File: src/rtl/blh_pkg.sv
// Shared package of the band lookup unit: state encoding, operation codes,
// compare flags and fixed constants. No dependencies.
package blh_pkg;

    localparam int BAND_INDEX_W = 8;
    localparam int VALUE_W      = 64;
    localparam int NUM_BANDS_W  = 9;
    localparam int OUT_W        = 80;

    localparam logic [VALUE_W-1:0]     NOT_FOUND_VALUE = 64'hC08F_3800_0000_0000;
    localparam logic [NUM_BANDS_W-1:0] NUM_BANDS_RESET = 9'd1;

    // operation codes carried on s_tuser
    localparam logic OP_LOAD   = 1'b0;
    localparam logic OP_LOOKUP = 1'b1;

    // register word index (paddr[2])
    localparam logic REG_NUM_BANDS = 1'b0;

    typedef enum logic [1:0] {
        ST_IDLE,
        ST_START,
        ST_BACK,
        ST_FWD
    } state_t;

    typedef struct packed {
        logic below_lower;
        logic below_upper;
    } cmp_flags_t;

endpackage

File: src/rtl/blh_cmp.sv
// Shared edge compare unit: tests the multipole against one band's edges.
// Depends on blh_pkg.
module blh_cmp #(
    parameter int EDGE_WIDTH = 24
) (
    input  logic [EDGE_WIDTH-1:0] mpole,
    input  logic [EDGE_WIDTH-1:0] lower,
    input  logic [EDGE_WIDTH-1:0] upper,
    output blh_pkg::cmp_flags_t   flags
);

    assign flags.below_lower = (mpole < lower);
    assign flags.below_upper = (mpole < upper);

endmodule

File: config.mk
export PLATFORM = sky130hd
export DESIGN_NAME = blh_cmp
export DESIGN_NICKNAME = d
export VERILOG_FILES = /design/src/rtl/blh_pkg.sv /design/src/rtl/blh_cmp.sv
export SDC_FILE = /design/constraint.sdc
export NUM_CORES = 1
export LEC_CHECK = 0
export BUFFER_PORTS_ARGS = -buffer_cell sky130_fd_sc_hd__buf_2
export CAP_MARGIN = 20
export CORE_MARGIN = 2
export CORE_UTILIZATION = 35
export DETAILED_ROUTE_END_ITERATION = 8
export PLACE_DENSITY = 0.79
export RECOVER_POWER = 100
export SETUP_SLACK_MARGIN = 0.1
export SYNTH_ARGS = -nofsm -noshare
export SYNTH_HDL_FRONTEND = slang
export SYNTH_SLANG_ARGS = --single-unit
File: constraint.sdc
create_clock -name vclk -period 1.7
set_input_delay 0.17 -clock vclk [all_inputs]
set_output_delay 0.17 -clock vclk [all_outputs]
set_load 0.005 [all_outputs]
==> flow_summary.yaml <==
grt:
  grt_pass1_vias: 1183
  grt_start_max_net_pins: 4
  grt_overflow_total: 0
  met1_usage: 0.188
  track_usage: 0.151
  gr-max-usage-layer: "met2"
  met3_usage: 0.0168
  antenna_found_initial: 0
  met2_usage: 0.295
  grt_pass1_wl_mm: 4.50
worst_setup_path:
  slowest_delay_ns: 0.25
  cp_slowest_cell: "a221oi_1"
  path_buf_inv: 3
  critPathCaptureType: "output port"
  cp_max_fo: 2
  path_cells: "buf_2 > inv_1 > ha_4 > a21oi_2 > o21ai_2 > a221oi_1 > o21ai_0 > a21oi_1 > buf_2"
  crit_type: "primary input to output port"
  cp_top_family: "compound AO/OA/AOI/OAI gates"
  required_ns: 1.53
  start_kind: "primary input"
  path_depth: 9
  critPathArrivalTime_ns: 1.42
  cp_common_cell: "buf_2"
routing:
  drt_iter0_drc: 20
  drc_errors: 0
  wl_mm: 3.12
  via_count: 1323
  wire_per_inst_um: 11.1
  firstDrtPassIters: 4
  final_antenna_net_count: 0
  via_per_inst: 4.71
die:
  start_util: 0.372
  dieHeight_um: 61.2
  core-area_um2: 3080
  rows: 20
  die_area_um2: 3750
  ios: 74
  fp.dieW_um: 61.2
min_path:
  min_to: "flags[0]"
  min_from: "mpole[23]"
  hold_path_class: "primary input to output port"
  hold_depth: 6
layout:
  syn_to_final_growth_pct: 59.3
  fillerInstances: 325
  nClkBuffers: 0
  multi_input_area_um2: 1220
  antenna_cells: 0
  drive_above_1_share: 0.447
  regArea_um2: 0
  seq_cell_count: 0
  final_nets: 357
  postLayoutCoreUtil: 0.593
sta:
  setup_viol: 0
  layout_setup_ws_ns: 0.112
  drv_slew: 0
  fmax_mhz: 630
  period_share: 0.934
  hold_viol: 0
  relSlewSlack: 0.816
  fin_crit_ns: 1.59
  rsz0062_at_grt: "true"
  tightest_slew_ns: 0.273
yosys:
  netlist_instances: 162
  synthXorXnorAreaFrac: 0
  ys_top_cells_by_area: "ha_1 (50%), inv_1 (15%), a21oi_1 (7.0%)"
  syn_nets: 280
  synth_top_family_by_area: "adder cells"
  synth_common_cells: "ha_1 (46), inv_1 (46), a21oi_1 (16), nand2_1 (16), o21ai_0 (5)"
  synth_area_um2: 1150
  yosys.area_share.simple: 0.152
  synth_top_cell_by_area: "ha_1"
  avgSynthCellArea_um2: 7.07
  yosysWarnings: 0
  synth-compound-area-share: 0.195
  yosysTopAreaCellShare: 0.502
  synth_cell_type_count: 25
  synth_fa_ha_area_frac: 0.502
  yosysSeqAreaShare: 0
  synth.area.mux_share: 0
flow_run:
  cap_violations: 0
power:
  powerDensity_nw_per_um2: 236
  ir_worst_vdd_uv: 93.7
  p_leak_uw: 0.00105
place:
  io_buffer_count: 74
  post-place-ws_ns: 0.0262
  place_congestion: 0.838
  dp_hpwl_mm: 2.64
outcome:
  status: "complete, no violations"
-- how the worst max path moves through the flow --
| stage | slack [ns] | from | endpoint |
|---|---|---|---|
| after floorplan | 0.35 | upper[22] | flags[0] |
| after global placement | -0.008 | mpole[22] | flags[1] |
| after detailed placement | 0.03 | mpole[22] | flags[1] |
| after CTS | 0.10 | mpole[21] | flags[0] |
| after global routing | 0.02 | lower[15] | flags[1] |
| final | 0.11 | lower[15] | flags[1] |
-- power by group --
group	switching, uW	total (uW)	internal [uW]
Clock	0	0	0
Sequential	0	0	0
Combinational	208	431	223
Total	208	431	223
-- per-layer routing --
| metal | up-vias | wire length [um] |
|---|---|---|
| met4 | 0 | 0 |
| li1 | 710 | - |
| met5 | - | 0 |
| met1 | 569 | 1310 |
| met3 | 0 | 203 |
| met2 | 44 | 1610 |
-- layout make-up --
| cell class | count | area share |
|---|---|---|
| inverter | 46 | 0.0946 |
| multi-input combinational | 116 | 0.668 |
| tap | 44 | 0.0302 |
| timing repair buffer | 75 | 0.207 |
-- layout by cell type (no fill, tap or decap), drive strengths merged, types with 2 or more instances in the layout --
master	netlist	final
buf	0	75
inv	46	46
ha	46	46
a21oi	17	17
nand2	16	16
o21ai	8	8
nand4	4	4
nand3	3	3
nor2	3	3
a211oi	3	3
nor2b	2	2
a21o	2	2
a221oi	2	2
-- metrics by stage --
stage / setup TNS, ns / power, uW / hold WS, ns / instances / instance area (um2)
floorplan: 0 / 197 / 0.605 / 162 / 1150
global route: 0 / 494 / 0.897 / 281 / 1830
CTS: 0 / 354 / 0.866 / 280 / 1600
finish: 0 / 431 / 0.863 / 281 / 1830
detailed placement: 0 / 343 / 0.859 / 280 / 1570
global placement: -0.00833 / 334 / 0.865 / 280 / 1570
-- worst min-delay path, cell delays in order --
cell and delay (ns):
buf_2 0.12, ha_4 0.13, a221oi_2 0.03, o21ai_0 0.07, a31oi_1 0.05, buf_2 0.12
-- cell families (layout without fill, tap and decap cells) --
| logic type | Yosys count | count (layout) |
|---|---|---|
| AND/OR/NAND/NOR | 34 | 34 |
| adder cells (fa/ha/maj) | 46 | 46 |
| buffers and inverters | 46 | 121 |
| AO/OA/AOI/OAI | 36 | 36 |
-- what timing repair did --
| item | CTS | global route |
|---|---|---|
| pin swaps | 2 | 11 |
| endpoints found under the setup margin | 2 | 2 |
| hold buffers | 0 | 0 |
| gates resized for setup | 6 | 27 |
| buffers inserted | 0 | 1 |
Power figures use the tool's default switching activity.
