<file path="config.mk">
export PLATFORM = sky130hd
export DESIGN_NAME = blh_ram
export DESIGN_NICKNAME = d
export VERILOG_FILES = /design/src/rtl/blh_ram.sv
export SDC_FILE = /design/constraint.sdc
export NUM_CORES = 1
export LEC_CHECK = 0
export ABC_CLOCK_PERIOD_IN_PS = 2000
export BUFFER_PORTS_ARGS = -buffer_cell sky130_fd_sc_hd__buf_2
export CORE_AREA = 8 8 124 126
export CTS_CLUSTER_DIAMETER = 100
export DETAILED_ROUTE_END_ITERATION = 7
export DIE_AREA = 0 0 132 134
export PLACE_DENSITY = 0.55
export RECOVER_POWER = 25
export SYNTH_ARGS = -nofsm -noshare
export SYNTH_HDL_FRONTEND = slang
export SYNTH_SLANG_ARGS = --single-unit
export TNS_END_PERCENT = 20
</file>
<file path="constraint.sdc">
create_clock -name clk -period 2 [get_ports clk]
set_input_delay 0.4 -clock clk [delete_from_list [all_inputs] [get_ports clk]]
set_output_delay 0.4 -clock clk [all_outputs]
set_load 0.05 [all_outputs]
</file>
<file path="src/rtl/blh_ram.sv">
// Generic simple dual-port RAM with one write port and a registered read port.
// No dependencies.
module blh_ram #(
    parameter int WIDTH = 8,
    parameter int DEPTH = 16
) (
    input  logic                                 clk,
    input  logic                                 we,
    input  logic [(DEPTH > 1 ? $clog2(DEPTH) : 1)-1:0] waddr,
    input  logic [WIDTH-1:0]                     wdata,
    input  logic                                 re,
    input  logic [(DEPTH > 1 ? $clog2(DEPTH) : 1)-1:0] raddr,
    output logic [WIDTH-1:0]                     rdata
);

    logic [WIDTH-1:0] mem [DEPTH];
    logic [WIDTH-1:0] rdata_reg;

    always_ff @(posedge clk)
    begin
        if (we)
        begin
            mem[waddr] <= wdata;
        end
        if (re)
        begin
            rdata_reg <= mem[raddr];
        end
    end

    assign rdata = rdata_reg;

endmodule

</file>
==> impl_results.rst <==
.. list-table::
   :header-rows: 1

   * - Metric
     - Value
   * - Number of enable-type register cells in the synthesized netlist
     - 136
   * - Average footprint of a synthesized cell
     - 22.83 µm²
   * - # port buffers
     - 26
   * - Height of the chip
     - 134 µm
   * - Cell types with the largest area share after synthesis
     - sky130_fd_sc_hd__edfxtp_1, sky130_fd_sc_hd__mux4_2, sky130_fd_sc_hd__mux4_1, sky130_fd_sc_hd__a22oi_1, sky130_fd_sc_hd__nor2_1
   * - Number of setup buffers added after CTS
     - 0
   * - Required time of the worst setup path
     - 2.15 ns
   * - Total clock buffers created by CTS
     - 17
   * - Actual slew at the worst max-slew pin
     - 0.6465 ns
   * - Number of antenna violations at the first check in global routing
     - 0
   * - Share of the yosys chip area belonging to registers
     - 0.7812
   * - Result of the run
     - finished, final reports clean
   * - Summed negative setup slack over all endpoints
     - 0 ns
   * - Global-route wire length before repair
     - 15910 µm
   * - Share of flip-flops with an asynchronous set or reset
     - 0
   * - Max FFs per register
     - 128
   * - Dominant delay contributor by cell family on the critical path
     - multiplexers
   * - Distinct cell type count after synthesis
     - 18
   * - Layout cell share with drive strength beyond 1
     - 0.3000
   * - Post-synth top area cell
     - sky130_fd_sc_hd__edfxtp_1
   * - Root buf cell
     - sky130_fd_sc_hd__clkbuf_16
   * - Netlist area before placement
     - 5228 µm²
   * - Number of nets at the end of the flow
     - 307
   * - Max-Cap Viols
     - 0
   * - Type of the worst min-delay path
     - in -> reg
   * - Pin count of the biggest net entering global routing
     - 33
   * - Detailed Route Iter0 Violations
     - 206
   * - Startpoint types
     - primary input
   * - Hold Fails Final Rpt
     - 0
   * - Arrival time of the worst setup path
     - 1.69 ns
   * - Area of the core
     - 13500 µm²
   * - Unrepaired setup endpoints after global routing
     - no
   * - Global placement routability congestion
     - 0.7638
   * - Cell with the most instances on the worst path
     - sky130_fd_sc_hd__buf_4
   * - Peak supply drop
     - 0.5817 mV
   * - Cell count after synthesis
     - 229
   * - Total of cells resized after clock tree synthesis
     - 0
   * - Wirelength, routed
     - 10220 µm
   * - HPWL after detailed placement
     - 6802 µm
   * - Minimum clock period after layout
     - 1.540 ns
   * - Total of fill cells in the finished design
     - 1118
   * - Source-to-sink clock delay at the later pin of the worst-skew pair
     - 0.41 ns
   * - Setup slack of the worst register-to-register path
     - 0.48 ns
   * - Total Power
     - 0.006674 W
   * - Final worst setup slack
     - 0.4603 ns
   * - Nets in the synthesized netlist
     - 248
   * - GRT Resource Usage Total
     - 0.1253
   * - Maximum clock frequency
     - 649.5 MHz
   * - Total iterations of the first detailed-routing run
     - 4
   * - Top post-synthesis cells by count
     - sky130_fd_sc_hd__edfxtp_1, sky130_fd_sc_hd__mux4_2, sky130_fd_sc_hd__a22oi_1
   * - Flip-flop and latch count after synthesis
     - 136
   * - Global-route congestion overflow total
     - 0
   * - Number of warnings issued by yosys
     - 0
   * - Placed Area
     - 5702 µm²
   * - Total setup violations reported at the end of the flow
     - 0
   * - Number of global-route vias before repair
     - 2645
   * - Starting Density
     - 0.3871
   * - Clock Tree Buf Depth
     - 2
   * - Area Growth Syn to Fin
     - 20.23%
   * - Floorplan row count
     - 43
   * - Crit-path cells
     - buf_2 > buf_4 > buf_4 > mux4_2 > a22oi_1 > nand2_1
   * - Overall die width
     - 132 µm
   * - Ratio of routed vias to standard cells
     - 5.065
   * - Avg WL per Cell
     - 21.28 µm
   * - Area share of the largest cell type after synthesis
     - 0.7812
   * - Routed vias
     - 2431
   * - Share of the clock period used by the worst path
     - 0.7699
   * - CP Max Fanout
     - 9
   * - Die area
     - 17690 µm²
   * - Clk sinks
     - 136
   * - WS Path Type
     - in -> reg
   * - Post-route worst hold slack
     - 0.3476 ns
   * - Number of H-tree levels
     - 4
   * - Placement-stage worst setup slack
     - -0.01121 ns
   * - Cts hold-fix bufs
     - 0
   * - Slowest Stage Delay on Critical Path
     - 0.50 ns
   * - Critical Path End Type
     - flop
   * - Final max-slew violation count
     - 0
   * - Boundary pin count
     - 27
   * - Post-layout instance area
     - 6285 µm²
   * - Most instantiated flip-flop cell in the synthesis netlist
     - sky130_fd_sc_hd__edfxtp_1
   * - Lkg Pwr
     - 2.123 nW
   * - Power density of the placed cells
     - 1062 nW/µm²
   * - Cell with the most instances after synthesis
     - sky130_fd_sc_hd__edfxtp_1
   * - Clock-pin slew on the worst setup and hold paths
     - 0.05 ns
   * - Antenna Nets Post-Route
     - 0
   * - CTS tree
     - done
   * - Antenna diodes
     - 0
   * - Number of buffers and inverters on the critical path
     - 3
   * - Slew Limit Headroom
     - 0.5690
   * - Clock Skews
     - 0.006093 ns
   * - Cell with the largest stage delay on the worst path
     - sky130_fd_sc_hd__mux4_2
   * - DRC errors left
     - 0
-- cell usage in the layout (no fill, tap or decap), drive strengths merged --
master,netlist,layout
nand2,9,9
clkinv,0,9
buf,7,45
nand3,1,1
or3b,1,1
bufinv,0,4
nand3b,2,2
and2b,1,1
nor3,4,4
mux4,32,32
nand2b,2,2
nor2b,1,1
edfxtp,136,136
nor2,13,13
a22oi,16,16
and2,1,1
clkbuf,0,23
-- worst paths after layout --
check / endpoint / cells after the start / startpoint
max: rdata[3] / 6 / raddr[0]
max reg2reg: rdata[2] / 3 / mem[4][2]
min reg2reg: rdata[5] / 3 / mem[14][5]
min: rdata[3] / 1 / re
-- report_power, final --
part           switching, W  leakage [nW]  internal, W
Sequential        0.0000152          1.24      0.00321
Clock               0.00105         0.293      0.00204
Combinational      0.000214         0.594     0.000131
Total               0.00128          2.12      0.00539
-- final cells by class --
| type | instances | area [µm²] | share of cell area |
|---|---|---|---|
| clock inverter | 13 | 160.2 | 0.02548 |
| multi-input combinational | 83 | 1057 | 0.1682 |
| timing repair buffer | 50 | 329.1 | 0.05236 |
| sequential | 136 | 4084 | 0.6498 |
| clock buffer | 18 | 429.2 | 0.06829 |
| tap | 180 | 225.2 | 0.03584 |
-- layer usage --
layer | vias up | GRT usage | share of wire
li1 | 1100 | - | -
met1 | 1251 | 0.1526 | 0.44
met2 | 71 | 0.1976 | 0.49
met3 | 9 | 0.04151 | 0.055
met4 | 0 | 0.06126 | 0.015
met5 | - | 0 | 0
-- stage by stage --
stage                     utilization  instances
after global placement         0.4222        449
after CTS                      0.4659        480
final                          0.4654        480
after floorplan                     -        229
after global routing           0.4654        480
after detailed placement       0.4222        449
-- cells by family after synthesis --
| group | Yosys count | share of synthesized area |
|---|---|---|
| and+or+nand+nor | 35 | 0.03136 |
| DFF | 136 | 0.7812 |
| AOI/OAI and AO/OA | 16 | 0.02298 |
| buffers and inverters | 10 | 0.01651 |
| muxes | 32 | 0.1479 |
(Power assumes the default switching activity.)
