**src/rtl/blh_pkg.sv**
```systemverilog
// Shared package of the band lookup unit: state encoding, operation codes,
// compare flags and fixed constants. No dependencies.
package blh_pkg;

    localparam int BAND_INDEX_W = 8;
    localparam int VALUE_W      = 64;
    localparam int NUM_BANDS_W  = 9;
    localparam int OUT_W        = 80;

    localparam logic [VALUE_W-1:0]     NOT_FOUND_VALUE = 64'hC08F_3800_0000_0000;
    localparam logic [NUM_BANDS_W-1:0] NUM_BANDS_RESET = 9'd1;

    // operation codes carried on s_tuser
    localparam logic OP_LOAD   = 1'b0;
    localparam logic OP_LOOKUP = 1'b1;

    // register word index (paddr[2])
    localparam logic REG_NUM_BANDS = 1'b0;

    typedef enum logic [1:0] {
        ST_IDLE,
        ST_START,
        ST_BACK,
        ST_FWD
    } state_t;

    typedef struct packed {
        logic below_lower;
        logic below_upper;
    } cmp_flags_t;

endpackage

```
**src/rtl/blh_ctrl.sv**
```systemverilog
// Search sequencer: input handshake, hint, band walk and output register.
// Depends on blh_pkg; drives blh_ram and reads blh_cmp flags.
module blh_ctrl #(
    parameter int MAX_BANDS  = 256,
    parameter int EDGE_WIDTH = 24
) (
    input  logic                                   clk,
    input  logic                                   rst_n,
    input  logic                                   in_valid,
    output logic                                   in_ready,
    input  logic                                   op,
    input  logic [blh_pkg::BAND_INDEX_W-1:0]       band_index,
    input  logic [EDGE_WIDTH-1:0]                  multipole,
    input  logic                                   restart,
    input  logic [blh_pkg::NUM_BANDS_W-1:0]        num_bands,
    input  blh_pkg::cmp_flags_t                    flags,
    input  logic [blh_pkg::VALUE_W-1:0]            rd_value,
    output logic [EDGE_WIDTH-1:0]                  mpole,
    output logic                                   ram_we,
    output logic [(MAX_BANDS > 1 ? $clog2(MAX_BANDS) : 1)-1:0] ram_waddr,
    output logic                                   ram_re,
    output logic [(MAX_BANDS > 1 ? $clog2(MAX_BANDS) : 1)-1:0] ram_raddr,
    output logic                                   out_valid,
    input  logic                                   out_ready,
    output logic                                   out_found,
    output logic [blh_pkg::BAND_INDEX_W-1:0]       out_band,
    output logic [blh_pkg::VALUE_W-1:0]            out_value
);

    localparam int IDX_W = (MAX_BANDS > 1) ? $clog2(MAX_BANDS) : 1;
    localparam int CNT_W = $clog2(MAX_BANDS + 1);

    blh_pkg::state_t state_reg, state_next;

    logic [IDX_W-1:0]       idx_reg, idx_next;
    logic [EDGE_WIDTH-1:0]  mpole_reg, mpole_next;
    logic [IDX_W-1:0]       hint_reg, hint_next;
    logic                   hint_valid_reg, hint_valid_next;
    logic                   out_valid_reg, out_valid_next;
    logic                   out_found_reg, out_found_next;
    logic [blh_pkg::BAND_INDEX_W-1:0] out_band_reg, out_band_next;
    logic [blh_pkg::VALUE_W-1:0]      out_value_reg, out_value_next;

    logic [CNT_W-1:0]       count;
    logic [IDX_W-1:0]       hint_pick;
    logic [IDX_W-1:0]       start_idx;
    logic [IDX_W+blh_pkg::BAND_INDEX_W-1:0] bidx_ext;
    logic [IDX_W+blh_pkg::BAND_INDEX_W-1:0] idx_ext;
    logic                   out_free;
    logic                   last_band;
    logic                   do_found;
    logic                   do_miss;

    assign count = (32'(num_bands) > MAX_BANDS) ? CNT_W'(MAX_BANDS) : CNT_W'(num_bands);
    assign hint_pick = (restart || !hint_valid_reg) ? '0 : hint_reg;
    assign start_idx = (32'(hint_pick) >= 32'(count)) ? '0 : hint_pick;
    assign bidx_ext  = (IDX_W + blh_pkg::BAND_INDEX_W)'(band_index);
    assign idx_ext   = (IDX_W + blh_pkg::BAND_INDEX_W)'(idx_reg);
    assign out_free  = !out_valid_reg || out_ready;
    assign last_band = (32'(idx_reg) + 32'd1 >= 32'(count));

    assign in_ready  = (state_reg == blh_pkg::ST_IDLE);
    assign mpole     = mpole_reg;
    assign ram_waddr = bidx_ext[IDX_W-1:0];
    assign out_valid = out_valid_reg;
    assign out_found = out_found_reg;
    assign out_band  = out_band_reg;
    assign out_value = out_value_reg;

    always_ff @(posedge clk or negedge rst_n)
    begin
        if (!rst_n)
        begin
            state_reg      <= blh_pkg::ST_IDLE;
            hint_reg       <= '0;
            hint_valid_reg <= 1'b1;
            out_valid_reg  <= 1'b0;
        end
        else
        begin
            state_reg      <= state_next;
            hint_reg       <= hint_next;
            hint_valid_reg <= hint_valid_next;
            out_valid_reg  <= out_valid_next;
        end
    end

    always_ff @(posedge clk)
    begin
        idx_reg       <= idx_next;
        mpole_reg     <= mpole_next;
        out_found_reg <= out_found_next;
        out_band_reg  <= out_band_next;
        out_value_reg <= out_value_next;
    end

    always_comb
    begin
        state_next      = state_reg;
        idx_next        = idx_reg;
        mpole_next      = mpole_reg;
        hint_next       = hint_reg;
        hint_valid_next = hint_valid_reg;
        out_valid_next  = out_valid_reg && !out_ready;
        out_found_next  = out_found_reg;
        out_band_next   = out_band_reg;
        out_value_next  = out_value_reg;
        ram_we          = 1'b0;
        ram_re          = 1'b0;
        ram_raddr       = start_idx;
        do_found        = 1'b0;
        do_miss         = 1'b0;

        unique case (state_reg)
            blh_pkg::ST_IDLE:
            begin
                if (in_valid)
                begin
                    if (op == blh_pkg::OP_LOAD)
                    begin
                        ram_we = (32'(band_index) < MAX_BANDS);
                    end
                    else
                    begin
                        ram_re     = 1'b1;
                        ram_raddr  = start_idx;
                        idx_next   = start_idx;
                        mpole_next = multipole;
                        state_next = blh_pkg::ST_START;
                    end
                end
            end
            blh_pkg::ST_START:
            begin
                priority if (count == '0)
                begin
                    do_miss = 1'b1;
                end
                else if (flags.below_lower)
                begin
                    if (idx_reg == '0)
                    begin
                        do_miss = 1'b1;
                    end
                    else
                    begin
                        ram_re     = 1'b1;
                        ram_raddr  = idx_reg - 1'b1;
                        idx_next   = idx_reg - 1'b1;
                        state_next = blh_pkg::ST_BACK;
                    end
                end
                else if (!flags.below_upper)
                begin
                    if (last_band)
                    begin
                        do_miss = 1'b1;
                    end
                    else
                    begin
                        ram_re     = 1'b1;
                        ram_raddr  = idx_reg + 1'b1;
                        idx_next   = idx_reg + 1'b1;
                        state_next = blh_pkg::ST_FWD;
                    end
                end
                else
                begin
                    do_found = 1'b1;
                end
            end
            blh_pkg::ST_BACK:
            begin
                priority if (!flags.below_lower)
                begin
                    do_found = 1'b1;
                end
                else if (idx_reg == '0)
                begin
                    do_miss = 1'b1;
                end
                else
                begin
                    ram_re    = 1'b1;
                    ram_raddr = idx_reg - 1'b1;
                    idx_next  = idx_reg - 1'b1;
                end
            end
            blh_pkg::ST_FWD:
            begin
                priority if (flags.below_upper)
                begin
                    do_found = 1'b1;
                end
                else if (last_band)
                begin
                    do_miss = 1'b1;
                end
                else
                begin
                    ram_re    = 1'b1;
                    ram_raddr = idx_reg + 1'b1;
                    idx_next  = idx_reg + 1'b1;
                end
            end
            default:
            begin
                state_next = blh_pkg::ST_IDLE;
            end
        endcase

        // result waits in place (read data held) until the output register frees up
        if ((do_found || do_miss) && out_free)
        begin
            out_valid_next  = 1'b1;
            out_found_next  = do_found;
            out_band_next   = do_found ? idx_ext[blh_pkg::BAND_INDEX_W-1:0] : '0;
            out_value_next  = do_found ? rd_value : blh_pkg::NOT_FOUND_VALUE;
            hint_next       = do_found ? idx_reg : '0;
            hint_valid_next = do_found;
            state_next      = blh_pkg::ST_IDLE;
        end
    end

endmodule

```
**config.mk**
```make
export PLATFORM = sky130hd
export DESIGN_NAME = blh_ctrl
export DESIGN_NICKNAME = d
export VERILOG_FILES = /design/src/rtl/blh_pkg.sv /design/src/rtl/blh_ctrl.sv
export SDC_FILE = /design/constraint.sdc
export NUM_CORES = 1
export LEC_CHECK = 0
export ABC_AREA = 1
export BUFFER_PORTS_ARGS = -buffer_cell sky130_fd_sc_hd__buf_4
export CORE_ASPECT_RATIO = 0.75
export CORE_MARGIN = 2
export CORE_UTILIZATION = 40
export DETAILED_ROUTE_END_ITERATION = 12
export PLACE_DENSITY_LB_ADDON = 0.1
export SYNTH_ARGS = -nofsm -noshare
export SYNTH_HDL_FRONTEND = slang
export SYNTH_SLANG_ARGS = --single-unit
```
**constraint.sdc**
```tcl
create_clock -name clk -period 6.2 [get_ports clk]
set_clock_uncertainty 0.05 [all_clocks]
set_input_delay 0.62 -clock clk [delete_from_list [all_inputs] [get_ports clk]]
set_output_delay 0.62 -clock clk [all_outputs]
set_load 0.005 [all_outputs]
```
==> results.tsv <==
metric	value	unit
net_load_switching_power	1.503	mW
post_cts_resized	0	
share_comb_of_total_power	39.3	%
power_density	492.5	mW/mm^2
worst_setup_hold_path_clk_slew	0.06	ns
number_of_vias_in_the_routed_layout	5461	
critical-path-top-cell-by-count	sky130_fd_sc_hd__nand3_1	
yosysWarnings	0	
data_required_time_at_the_worst_endpoint	5.53	ns
worstSetupStartpointType	flop	
power.switching_fraction	35.35	%
rows	39	
cts.sinks	117	
post_route_cells_drive_above_1_share	31.94	%
timing.critical_path.fanout_max	10	
drt_pass1_iterations	5	
fmax	0.2269	GHz
multi_input_comb_area	0.002155	mm^2
leakage	4.179	nW
crit_path_top_delay_cell	sky130_fd_sc_hd__edfxtp_1	
final_hold_viol_count	0	
wl	17670	um
clockPowerShare	25.9	%
initial_antenna_violation_count	0	
int_pwr	2.748	mW
grt_use_total	21.33	%
grt_max_degree	46	
critical_path_arrival	3.74	ns
rsz_0062_raised_after_global_routing	no	
proportion_of_synthesized_chip_area_in_sequential_cells	54.97	%
total_power	4.251	mW
postSynthAreaPerCell	9.161	um^2
synthesized_cell_area	0.006285	mm^2
diodes	0	
die_area	0.01674	mm^2
worst_setup_path_end_kind	primary output	
maxCapViolations	0	
placement.cell_area	0.007965	mm^2
synthesis.nets	819	
layout.cells.most_common	sky130_fd_sc_hd__buf_4	
route.antenna.remaining_nets	0	
synth_seq_cells	117	
hold_path.class	in2reg	
netlist_instances	686	
clk_latency	0.41	ns
final-seq-area	0.003455	mm^2
timing_max_transition_violations_final	0	
timing.final.setup_violations	0	
dieWidth	148.7	um
detail_route.iter0.violations	483	
root_buffer	sky130_fd_sc_hd__clkbuf_16	
finalSetupTns	0	ns
maxSlewHeadroom	29.18	%
post-dp-hpwl	13690	um
syn2layout_area_growth	37.35	%
netlist_top_cells_area	sky130_fd_sc_hd__edfxtp_1, sky130_fd_sc_hd__nand2_1, sky130_fd_sc_hd__inv_1	
cp_slowest_stage_delay	0.52	ns
synthDominantCellAreaShare	50.17	%
post-route-drc-count	0	
min_period	4.408	ns
synthDistinctLibCells	43	
cts_max_path_buffers	2	
finalNetCount	1029	
design.portCount	230	
core	0.01532	mm^2
avgRoutedWirePerCell	15.87	um
n_fill_cell	1377	
layout.cells.most_common_list	sky130_fd_sc_hd__buf_4, sky130_fd_sc_hd__nand2_1, sky130_fd_sc_hd__inv_1	
worst_pin_slew	1.058	ns
peakVddDrop	0.0002157	V
grt_pass1_vias	5333	
cts_inserted_buffers	17	
fin_crit_sh	71.09	%
run_status	complete, no violations	
synth_area_leader_cell	sky130_fd_sc_hd__edfxtp_1	
initial_core_util	41.02	%
grt.overflow.total	0	
power_frac_seq	34.8	%
port_buffers	213	
detail_route.vias_per_cell	4.907	
htree_num_levels	4	
tritoncts_clock_tree	yes	
grt_pass1_wl	27680	um
critical_path.cell_chain	ha_1, nand3_1, nor2_1, nand3_1, nor2_1, ha_1, a21oi_1, o21a_1, nand3_1, or2_2, nand3_1, nand2_1, nor2_1, nand3_1, buf_4	
timing_worst_setup_path_type	reg2out	
fp.dieH	112.6	um
largest_register_ffs	64	
finalInstanceArea	0.008632	mm^2
place_congestion	0.9154	
## Yosys cell counts
cell type,instances
sky130_fd_sc_hd__a21boi_0,1
sky130_fd_sc_hd__a21boi_4,1
sky130_fd_sc_hd__a21oi_1,16
sky130_fd_sc_hd__a21oi_2,1
sky130_fd_sc_hd__a22oi_1,2
sky130_fd_sc_hd__a31oi_1,2
sky130_fd_sc_hd__a31oi_2,1
sky130_fd_sc_hd__buf_1,1
sky130_fd_sc_hd__buf_2,4
sky130_fd_sc_hd__buf_4,10
sky130_fd_sc_hd__buf_6,10
sky130_fd_sc_hd__clkbuf_1,2
sky130_fd_sc_hd__clkinv_1,1
sky130_fd_sc_hd__clkinv_2,1
sky130_fd_sc_hd__dfrtp_1,11
sky130_fd_sc_hd__dfstp_2,1
sky130_fd_sc_hd__edfxtp_1,105
sky130_fd_sc_hd__ha_1,20
sky130_fd_sc_hd__inv_1,116
sky130_fd_sc_hd__inv_2,7
sky130_fd_sc_hd__nand2_1,146
sky130_fd_sc_hd__nand2_2,2
sky130_fd_sc_hd__nand2_4,2
sky130_fd_sc_hd__nand3_1,50
sky130_fd_sc_hd__nand3_2,3
sky130_fd_sc_hd__nand3_4,1
sky130_fd_sc_hd__nand3b_1,1
sky130_fd_sc_hd__nand4_1,8
sky130_fd_sc_hd__nor2_1,97
sky130_fd_sc_hd__nor2_2,3
sky130_fd_sc_hd__nor2_4,1
sky130_fd_sc_hd__nor3_1,6
sky130_fd_sc_hd__nor3_4,1
sky130_fd_sc_hd__nor4_1,2
sky130_fd_sc_hd__o211ai_1,6
sky130_fd_sc_hd__o21a_1,1
sky130_fd_sc_hd__o21ai_0,10
sky130_fd_sc_hd__o21ai_1,4
sky130_fd_sc_hd__o21ai_2,9
sky130_fd_sc_hd__o221ai_1,1
sky130_fd_sc_hd__or2_1,5
sky130_fd_sc_hd__or2_2,8
sky130_fd_sc_hd__xor2_1,6
## cells by family after synthesis
logic type | count (synthesis) | share of synthesized area [%]
AND/OR/NAND/NOR | 336 | 23.43
buffers and inverters | 152 | 10.97
flip-flops | 117 | 54.97
AO/OA/AOI/OAI | 55 | 5.813
adder cells (fa/ha/maj) | 20 | 3.982
XOR/XNOR | 6 | 0.8361
## stage by stage
| stage | util, % | hold slack, ns | worst slack [ns] | instances |
|---|---|---|---|---|
| 3_5_place_dp | 51.98 | 0.4164 | 2.042 | 1081 |
| 5_1_grt | 56.34 | 0.3161 | 1.522 | 1113 |
| 3_3_place_gp | 51.98 | 0.4172 | 2.176 | 1081 |
| 2_1_floorplan | - | 0.2744 | 1.978 | 686 |
| 4_1_cts | 56.34 | 0.3217 | 1.829 | 1113 |
| 6_report | 56.34 | 0.3377 | 1.792 | 1113 |
## timing repair
item | in CTS | in global routing
hold endpoints to repair | 11 | 0
hold buffers | 1 | 0
buffers inserted | 0 | 0
## cell type report
class / count / share of cell area (%)
timing repair buffer: 218 / 18.99
sequential: 117 / 40.02
tap: 205 / 2.971
inverter: 125 / 5.450
clock buffer: 18 / 4.972
clock inverter: 13 / 2.638
multi-input combinational: 417 / 24.96
## layer usage
layer  share of wire (%)  wire length, um  track usage, %
met5                   0                0               0
met4                 1.5              263           7.302
met3                 9.5             1684           5.081
met2                  47             8259           34.81
met1                  42             7460           28.06
## worst max-delay path: cells and delay by family (launching register included)
kind            cells  cell delay [ns]
flops               1             0.52
simple gates       10             1.80
compound gates      2             0.34
fa+ha+maj           2             0.54
buf+inv             1             0.13
## path summary, 6_finish.rpt
kind / start / end / slack [ns] / cells after the start
setup / recovery: idx_reg[0] / ram_raddr[2] / 1.79 / 15
hold / removal: multipole[4] / mpole[4] / 0.34 / 1
setup reg to reg: idx_reg[0] / out_value[19] / 2.10 / 15
hold reg to reg: hint_valid_reg / hint_valid_reg / 0.43 / 2
max in group asynchronous: rst_n / hint_valid_reg / 5.31 / 2
min in group asynchronous: rst_n / hint_reg[1] / 0.57 / 2
## power groups by stage
stage                     Clock, mW  Combinational (mW)  Sequential [mW]
after global routing           1.16                1.85             1.51
final                          1.10                1.67             1.48
after CTS                      1.12                1.68             1.48
after detailed placement          0                1.67             1.49
after floorplan                   0               0.921             1.48
after global placement            0                1.64             1.49
Power figures use the tool's default switching activity.
